### src/rtl/fmacl_pkg.sv
// ----------------------------------------------------------------------------
// fmacl_pkg - shared types for the first-match access-list classifier
// Transaction structs, entry storage layout, the token that runs down the
// cell chain, and the codes for match kinds, key rules and verdicts.
// ----------------------------------------------------------------------------
package fmacl_pkg;

  // Default table depth
  localparam int ACL_ENTRIES_DEF = 16;

  // Width of the entries_in_use register
  localparam int CNT_W = 5;

  typedef enum logic [0:0] {
    OP_WRITE = 1'b0,
    OP_QUERY = 1'b1
  } op_t;

  typedef enum logic [1:0] {
    RK_SINGLE = 2'd0,
    RK_MASK   = 2'd1,
    RK_SUBNET = 2'd2,
    RK_RANGE  = 2'd3
  } range_kind_t;

  typedef enum logic [1:0] {
    KR_KEY     = 2'd0,
    KR_NOKEY   = 2'd1,
    KR_BLOCKED = 2'd2,
    KR_UNCONF  = 2'd3
  } key_rule_t;

  // Signature state of a query
  localparam logic [1:0] SIG_ABSENT = 2'd0;
  localparam logic [1:0] SIG_OK     = 2'd1;

  typedef enum logic [1:0] {
    VERDICT_ALLOW   = 2'd0,
    VERDICT_NOMATCH = 2'd1,
    VERDICT_BLOCKED = 2'd2,
    VERDICT_WRITTEN = 2'd3
  } verdict_t;

  // Input transaction
  typedef struct packed {
    logic        operation;
    logic [3:0]  entry_index;
    logic        family_v6;
    logic [15:0] port_number;
    logic [63:0] address_high;
    logic [63:0] address_low;
    logic [63:0] bound_high;
    logic [63:0] bound_low;
    logic [1:0]  range_kind;
    logic [1:0]  key_status;
    logic [7:0]  key_id;
    logic [3:0]  algorithm_id;
  } in_t;

  // Result transaction
  typedef struct packed {
    verdict_t    verdict;
    logic [3:0]  matched_index;
    logic        has_match;
  } out_t;

  // One stored access-list entry
  typedef struct packed {
    logic        family_v6;
    logic [15:0] port;
    logic [63:0] addr_high;
    logic [63:0] addr_low;
    logic [63:0] bound_high;
    logic [63:0] bound_low;
    range_kind_t kind;
    key_rule_t   rule;
    logic [7:0]  key_id;
    logic [3:0]  algorithm_id;
  } entry_t;

  // Entry write broadcast to every cell
  typedef struct packed {
    logic       en;
    logic [3:0] index;
    entry_t     entry;
  } entry_wr_t;

  // Query token handed from cell to cell with the running verdict
  typedef struct packed {
    logic        valid;
    logic        family_v6;
    logic [15:0] port_number;
    logic [63:0] address_high;
    logic [63:0] address_low;
    logic [1:0]  key_status;
    logic [7:0]  key_id;
    logic [3:0]  algorithm_id;
    logic        found;
    logic        blocked;
    logic [3:0]  match_index;
  } tok_t;

endpackage

### src/rtl/fmacl_cell.sv
// ----------------------------------------------------------------------------
// fmacl_cell - one access-list entry and its match stage
// Holds one entry, checks the passing query token against it and hands the
// updated token to the next cell in the next cycle.
// ----------------------------------------------------------------------------
module fmacl_cell #(
  parameter int CELL_INDEX = 0
) (
  input  logic                        clk,
  input  logic                        rst_n,
  input  fmacl_pkg::entry_wr_t        wr,
  input  logic [fmacl_pkg::CNT_W-1:0] entries_in_use,
  input  fmacl_pkg::tok_t             tok_in,
  output fmacl_pkg::tok_t             tok_out
);

  fmacl_pkg::entry_t entry_r;
  fmacl_pkg::tok_t   tok_r;
  fmacl_pkg::tok_t   tok_nxt;

  logic [63:0] ah, al, bh, bl, xh, xl;
  logic        active;
  logic        addr_hit;
  logic        key_hit;
  logic        hit;
  logic        lo_le_x;
  logic        x_le_hi;

  // Capture the entry when the write names this cell
  always_ff @(posedge clk) begin
    if (wr.en && (int'(wr.index) == CELL_INDEX)) begin
      entry_r <= wr.entry;
    end
  end

  // Only cells below the in-use count take part
  assign active = (CELL_INDEX < int'(entries_in_use));

  // Narrow to 32 bits for IPv4
  always_comb begin
    ah = entry_r.addr_high;
    al = entry_r.addr_low;
    bh = entry_r.bound_high;
    bl = entry_r.bound_low;
    xh = tok_in.address_high;
    xl = tok_in.address_low;
    if (!tok_in.family_v6) begin
      ah = '0;
      bh = '0;
      xh = '0;
      al = {32'd0, al[31:0]};
      bl = {32'd0, bl[31:0]};
      xl = {32'd0, xl[31:0]};
    end
  end

  // Inclusive range bounds as 128-bit big-endian numbers
  assign lo_le_x = ({ah, al} <= {xh, xl});
  assign x_le_hi = ({xh, xl} <= {bh, bl});

  // Address test by match kind
  always_comb begin
    unique case (entry_r.kind)
      fmacl_pkg::RK_MASK,
      fmacl_pkg::RK_SUBNET: addr_hit = ((ah & bh) == (xh & bh)) && ((al & bl) == (xl & bl));
      fmacl_pkg::RK_RANGE:  addr_hit = lo_le_x && x_le_hi;
      default:              addr_hit = (ah == xh) && (al == xl);
    endcase
  end

  // Key rule against the query signature
  always_comb begin
    unique case (entry_r.rule)
      fmacl_pkg::KR_BLOCKED: key_hit = 1'b1;
      fmacl_pkg::KR_NOKEY:   key_hit = (tok_in.key_status == fmacl_pkg::SIG_ABSENT);
      fmacl_pkg::KR_UNCONF:  key_hit = 1'b0;
      default:               key_hit = (tok_in.key_status == fmacl_pkg::SIG_OK) &&
                                       (entry_r.key_id == tok_in.key_id) &&
                                       (entry_r.algorithm_id == tok_in.algorithm_id);
    endcase
  end

  assign hit = active &&
               (entry_r.family_v6 == tok_in.family_v6) &&
               ((entry_r.port == 16'd0) || (entry_r.port == tok_in.port_number)) &&
               addr_hit && key_hit;

  // Update the running verdict; a blocked match freezes it
  always_comb begin
    tok_nxt = tok_in;
    if (tok_in.valid && hit && !tok_in.blocked) begin
      if (entry_r.rule == fmacl_pkg::KR_BLOCKED) begin
        tok_nxt.found       = 1'b1;
        tok_nxt.blocked     = 1'b1;
        tok_nxt.match_index = 4'(CELL_INDEX);
      end else if (!tok_in.found) begin
        tok_nxt.found       = 1'b1;
        tok_nxt.match_index = 4'(CELL_INDEX);
      end
    end
  end

  // Advance the token to the next cell
  always_ff @(posedge clk) begin
    if (!rst_n) begin
      tok_r.valid <= 1'b0;
    end else begin
      tok_r <= tok_nxt;
    end
  end

  assign tok_out = tok_r;

endmodule

### config.mk
export PLATFORM = sky130hd
export DESIGN_NAME = fmacl_cell
export DESIGN_NICKNAME = d
export VERILOG_FILES = /design/src/rtl/fmacl_pkg.sv /design/src/rtl/fmacl_cell.sv
export SDC_FILE = /design/constraint.sdc
export NUM_CORES = 1
export LEC_CHECK = 0
export BUFFER_PORTS_ARGS = -buffer_cell sky130_fd_sc_hd__clkbuf_2
export CAP_MARGIN = 10
export CORE_AREA = 2 2 244 246
export CTS_BUF_LIST = sky130_fd_sc_hd__clkbuf_4
export DETAILED_ROUTE_END_ITERATION = 8
export DIE_AREA = 0 0 246 248
export PLACE_DENSITY = 0.68
export SLEW_MARGIN = 20
export SYNTH_ARGS = -nofsm -noshare
export SYNTH_HDL_FRONTEND = slang
export SYNTH_SLANG_ARGS = --single-unit
### constraint.sdc
create_clock -name clk -period 22.3 [get_ports clk]
set_input_delay 3.345 -clock clk [delete_from_list [all_inputs] [get_ports clk]]
set_output_delay 3.345 -clock clk [all_outputs]
set_load 0.005 [all_outputs]
==> impl_metrics.json, run 1 <==
{
  "async_flop_share_pct": 0,
  "cp.required_ps": 22850,
  "first_pass_iters": 8,
  "syn_area_per_cell_sq_um": 11.6,
  "drive_gt1_share_pct": 27.0,
  "status": "finished, final reports clean",
  "yosys.area.top_type": "edfxtp_1",
  "cp-end-kind": "flip-flop",
  "drv_cap": 0,
  "fin_crit_ps": 7350,
  "nNetsFinal": 3795,
  "gp_congestion": 0.955,
  "hold_ws_ps": 585,
  "utilization_pct": 53.8,
  "synth-compound-area-share_pct": 7.59,
  "setup_viol": 0,
  "grt_max_degree": 162,
  "ant_nets": 0,
  "maxSlewHeadroom_pct": 31.8,
  "die_area_sq_um": 61000,
  "drt_iter0_drc": 1223,
  "arrival_ps": 7900,
  "cts.htree.levels": 3,
  "synth_top_family_by_area": "adder cells",
  "irDropWorstVdd_v": 0.0000733,
  "p_per_area_nw_per_um2": 63.3,
  "drc": 0,
  "wl_met2_um": 42200,
  "die_w_um": 246,
  "clk_latency_ps": 940,
  "finalHoldViolations": 0,
  "r2r-start": "entry_r[245]$_DFFE_PP_",
  "cts_inserted_buffers": 119,
  "start_kind": "primary input",
  "synth_cells": 2235,
  "ys_seq_elements": 455,
  "synth_cell_types": 74,
  "final_common_cell": "clkbuf_2",
  "min_path_type": "flip-flop to flip-flop",
  "crit_fanout": 161,
  "synth_area_leaders": "edfxtp_1, ha_1, nand2_1, inv_1, xor2_1",
  "core-area_sq_um": 58500,
  "ioPinCount": 633,
  "worstHoldPathCells": 1,
  "io_buffers": 632,
  "synth_edf_count": 454,
  "clockPowerShare_pct": 37.3,
  "synth_top_area_share_pct": 52.7,
  "worstMarginPinSlew_ps": 1020,
  "finalCritPeriodShare_pct": 33.0,
  "hold_start": "entry_r[13]$_DFFE_PP_",
  "fmax_mhz": 136,
  "grt_usage_pct": 27.2,
  "synthToLayoutAreaGrowth_pct": 21.5,
  "regToRegSetupSlack_ps": 18520,
  "topRoutingLayerUsed": "met5",
  "cts_tree": "done",
  "grt_pass1_wl_um": 121000,
  "clk_pin_slew_ps": 70,
  "p_leak_nw": 15.0,
  "yosysSeqAreaShare_pct": 52.8,
  "row_count": 89,
  "clock_path_buffers": 3,
  "wl_um": 84500,
  "hold_end": "tok_out[4]$_DFFE_PP_",
  "antenna_found_initial": 14,
  "swShare_pct": 26.0,
  "skew_ps": 119,
  "pwr-share-seq_pct": 49.9,
  "r2r-end": "tok_out[0]$_DFFE_PP_",
  "wl_met3_um": 5840,
  "die_h_um": 248,
  "start_util_pct": 44.3,
  "worst_r2r_path_depth": 11,
  "mostFrequentLayoutCells": "clkbuf_2, edfxtp_1, ha_1",
  "hpwl_um": 69400,
  "ctsResizeCount": 0,
  "vias_per_cell": 5.19,
  "grt_remaining_overflow": 0,
  "slew_violations": 0,
  "rsz0062_at_grt": "false",
  "synth_warnings": 0,
  "syn_area_sq_um": 25900,
  "cts_hold_buf": 0,
  "synthMuxAreaShare_pct": 0,
  "p_int_mw": 1.47,
  "synthAdderAreaFrac_pct": 17.9,
  "yosys.area_share.simple_pct": 12.9,
  "crit_type": "primary input to flip-flop",
  "finalNonFillerCells": 3833,
  "root_buffer": "clkbuf_4",
  "wl_per_cell_um": 22.0,
  "syn_nets": 3073,
  "synth_xor_area_share_pct": 4.06,
  "crit_path_start": "tok_in[164]",
  "tns_ps": 0,
  "power_frac_comb_pct": 12.7,
  "power.total_mw": 1.99,
  "cts_sinks": 455,
  "p_sw_mw": 0.517,
  "postCtsSetupBuffers": 0,
  "vias": 19890,
  "dpl.cell_count": 3609,
  "m1WireLength_um": 34200,
  "synth_flop_cell": "edfxtp_1",
  "grt_pass1_vias": 20234
}
## how the worst max path moves through the flow
| stage | endpoint | slack (ps) | cells after the start |
|---|---|---|---|
| global route | tok_out[0]$_DFFE_PP_ | 14640 | 13 |
| detailed placement | tok_out[1]$_DFFE_PP_ | 14150 | 13 |
| global placement | tok_out[2]$_DFFE_PP_ | 14390 | 13 |
| CTS | tok_out[0]$_DFFE_PP_ | 15100 | 13 |
| finish | tok_out[0]$_DFFE_PP_ | 14950 | 13 |
| floorplan | entry_r[0]$_DFFE_PP_ | 11430 | 2 |
## power by group through the flow
stage	clock [mW]	combinational [mW]	sequential, mW
floorplan	0	0.118	1.01
global placement	0	0.247	1.01
detailed placement	0	0.253	1.01
CTS	0.768	0.255	0.994
global route	0.808	0.282	0.996
finish	0.743	0.254	0.994
## metrics by stage
step	area (sq um)	worst slack, ps
floorplan	25900	11430
global placement	29900	14390
detailed placement	29900	14150
CTS	31400	15100
global route	31400	14640
finish	31400	14950
## logic make-up after synthesis
logic type,count (synthesis)
adders and majority gates,371
AOI/OAI and AO/OA,293
xor gates and xnor gates,120
buffers and inverters,303
DFF,455
and+or+nand+nor,693
## synth_stat cells, types with 3 or more instances
library cell,number
nand4_1,62
nand2b_1,3
nor4_1,27
a2111oi_2,3
xor2_1,78
ha_1,371
nor2b_1,13
and2_1,97
nor2_1,37
nand3b_1,3
o21ai_0,42
o22ai_1,13
inv_1,264
a2111oi_0,7
nor3_1,20
nand3_1,85
a21oi_1,94
o2111ai_1,4
clkbuf_1,25
xnor2_1,42
a22oi_1,7
nand2_1,322
o221ai_1,5
a211o_1,4
a221o_1,3
o31a_1,4
o21a_1,3
a211oi_1,13
o211ai_1,12
and3_1,3
edfxtp_1,454
buf_6,5
buf_2,5
o31ai_1,3
a221oi_1,9
a21boi_0,9
or4_1,3
a31oi_1,5
nor4b_1,3
a21o_1,28
## state kept, by name (all words and copies together), names as in the netlist
signal and flops:
tok_out 166, entry_r 289
## layer usage
layer	track usage (%)	vias to the layer above
met3	6.34	120
met2	47.0	708
met4	8.73	4
met1	33.6	9545
li1	-	9513
met5	0	-
## worst max-delay path, stage by stage
cell	delay [ps]
buf_8	580
buf_4	860
nand2_1	220
ha_1	360
nand4_1	180
a211oi_2	350
nand3_1	200
nor4_2	490
and2b_1	240
o31ai_1	60
nand3_1	130
o32ai_2	540
a21boi_0	180
## area by class of cell
type                       instances  area (sq um)
antenna                           13          32.5
clock buffer                     151          1130
clock inverter                    60           403
fill                            5273         27000
inverter                         264           991
multi-input combinational       1477         11000
sequential                       455         13700
tap                              773           967
timing repair buffer             640          3240
Power figures use the tool's default switching activity.
==> inputs of run 2 (changes only) <==
--- a/config.mk
+++ b/config.mk
@@ -7,10 +7,10 @@
 export LEC_CHECK = 0
 export BUFFER_PORTS_ARGS = -buffer_cell sky130_fd_sc_hd__clkbuf_2
 export CAP_MARGIN = 10
-export CORE_AREA = 2 2 244 246
+export CORE_AREA = 2 2 245 247
 export CTS_BUF_LIST = sky130_fd_sc_hd__clkbuf_4
 export DETAILED_ROUTE_END_ITERATION = 8
-export DIE_AREA = 0 0 246 248
+export DIE_AREA = 0 0 247 249
 export PLACE_DENSITY = 0.68
 export SLEW_MARGIN = 20
 export SYNTH_ARGS = -nofsm -noshare
==> constraint.sdc (replaced) <==
create_clock -name clk -period 7.65 [get_ports clk]
set_input_delay 1.1475 -clock clk [delete_from_list [all_inputs] [get_ports clk]]
set_output_delay 1.1475 -clock clk [all_outputs]
set_load 0.005 [all_outputs]
==> run 2 against run 1 <==
Net effect: core utilization is 0.24 points lower; sequential cell count stayed put; critical endpoint unchanged; clock skew is 37 ps lower; via count is 0.65% higher; critical path type unchanged; highest routed layer unchanged.
==> impl_metrics.json, run 2 (same netlist as run 1, synthesis figures left out) <==
{
  "clk_pin_slew_ps": 70,
  "root_buffer": "clkbuf_4",
  "core-area_sq_um": 58700,
  "p_per_area_nw_per_um2": 184,
  "hold_start": "wr[121]",
  "clockPowerShare_pct": 37.0,
  "arrival_ps": 5340,
  "nFillCells": 5201,
  "worst_r2r_path_depth": 10,
  "hpwl_um": 69500,
  "io_buffers": 632,
  "drv_cap": 0,
  "dpl.cell_count": 3607,
  "tns_ps": 0,
  "cp-end-kind": "flip-flop",
  "power.total_mw": 5.78,
  "irDropWorstVdd_v": 0.000144,
  "row_count": 89,
  "grt_usage_pct": 27.3,
  "mostFrequentLayoutCells": "clkbuf_2, edfxtp_1, ha_1",
  "vias": 20020,
  "clk_latency_ps": 910,
  "ctsResizeCount": 0,
  "finalCritPeriodShare_pct": 61.5,
  "dp_slack_ps": 1970,
  "min_path_type": "primary input to flip-flop",
  "p_leak_nw": 15.0,
  "wl_um": 85200,
  "crit_path_start": "tok_in[164]",
  "power_frac_comb_pct": 12.8,
  "utilization_pct": 53.5,
  "final_common_cell": "clkbuf_2",
  "final_area_sq_um": 31400,
  "clock_path_buffers": 3,
  "cts.htree.levels": 3,
  "grt_pass1_vias": 20517,
  "grt_remaining_overflow": 0,
  "r2r-end": "tok_out[0]$_DFFE_PP_",
  "synthToLayoutAreaGrowth_pct": 21.4,
  "regToRegSetupSlack_ps": 3930,
  "die_area_sq_um": 61500,
  "antenna_found_initial": 11,
  "postPlaceCellArea_sq_um": 29900,
  "fmax_mhz": 213,
  "largest_reg_flops": 289,
  "multi_input_area_sq_um": 11000,
  "cts_hold_buf": 0,
  "start_util_pct": 44.1,
  "die_h_um": 249,
  "drt_iter0_drc": 1370,
  "start_kind": "primary input",
  "r2r-start": "entry_r[175]$_DFFE_PP_",
  "cts_inserted_buffers": 117,
  "hold_end": "entry_r[121]$_DFFE_PP_",
  "ioPinCount": 633,
  "crit_fanout": 154,
  "finalHoldViolations": 0,
  "pwr-share-seq_pct": 50.1,
  "first_pass_iters": 5,
  "crit_type": "primary input to flip-flop",
  "p_sw_mw": 1.52,
  "cts_sinks": 455,
  "drive_gt1_share_pct": 27.4,
  "rsz0062_at_grt": "false",
  "postCtsSetupBuffers": 0,
  "maxSlewHeadroom_pct": 32.2,
  "skew_ps": 82.1,
  "cts_tree": "done",
  "ant_nets": 0,
  "finalNonFillerCells": 3821,
  "gp_congestion": 0.942,
  "drc": 0,
  "p_int_mw": 4.27,
  "fin_crit_ps": 4700,
  "worstMarginPinSlew_ps": 1020,
  "wl_per_cell_um": 22.3,
  "cp.required_ps": 8280,
  "nNetsFinal": 3791,
  "setup_viol": 0,
  "die_w_um": 247,
  "vias_per_cell": 5.24,
  "worstHoldPathCells": 1,
  "slew_violations": 0,
  "layout_setup_ws_ps": 2950,
  "swShare_pct": 26.2,
  "hold_ws_ps": 397,
  "grt_max_degree": 164,
  "grt_pass1_wl_um": 123000,
  "ff_latch_area_sq_um": 13700,
  "regMostFlops": "entry_r",
  "status": "finished, final reports clean"
}
-- run 2: cell types whose count changed in the layout (fill, tap and decap cells not counted), sizes merged --
cell	delta
clkbuf	+8
bufinv	-2
diode	-3
clkinvlp	+1
clkinv	-13
buf	-3
-- run 2: metal layers --
metal	track usage [%]	up-vias	part of all wire, %
li1	-	9510	-
met5	0	-	0.049
met2	46.5	737	50
met1	33.4	9650	40
met4	10.0	6	3.0
met3	6.80	117	7.5
-- run 2: critical path: stages --
cell and delay [ps]:
buf_8 530, buf_4 560, nand2_1 160, ha_1 340, nand3_1 140, a2111oi_2 550
nand4_1 160, nor4_1 450, nand2_1 110, o2111ai_1 140, nand3_1 120, o32ai_2 580
a21boi_0 190
-- run 2: worst max-delay path by stage --
| stage | endpoint | slack (ps) | cells past startpoint |
|---|---|---|---|
| 2_1_floorplan | entry_r[0]$_DFFE_PP_ | 2240 | 2 |
| 3_3_place_gp | tok_out[2]$_DFFE_PP_ | 2240 | 13 |
| 3_5_place_dp | tok_out[0]$_DFFE_PP_ | 1970 | 13 |
| 4_1_cts | tok_out[0]$_DFFE_PP_ | 2980 | 13 |
| 5_1_grt | tok_out[2]$_DFFE_PP_ | 2650 | 13 |
| 6_report | tok_out[0]$_DFFE_PP_ | 2950 | 13 |
-- run 2: cell type report --
cell class / count / area share (%)
antenna: 10 / 0.0797
clock buffer: 158 / 3.78
clock inverter: 46 / 1.03
inverter: 264 / 3.16
multi-input combinational: 1477 / 35.1
sequential: 455 / 43.5
tap: 773 / 3.08
timing repair buffer: 638 / 10.4
-- run 2: power groups by stage --
stage	Sequential, mW	Clock, mW	Combinational [mW]
2_1_floorplan	2.95	0	0.343
6_report	2.90	2.14	0.742
3_5_place_dp	2.95	0	0.736
4_1_cts	2.90	2.21	0.742
3_3_place_gp	2.95	0	0.723
5_1_grt	2.90	2.33	0.822
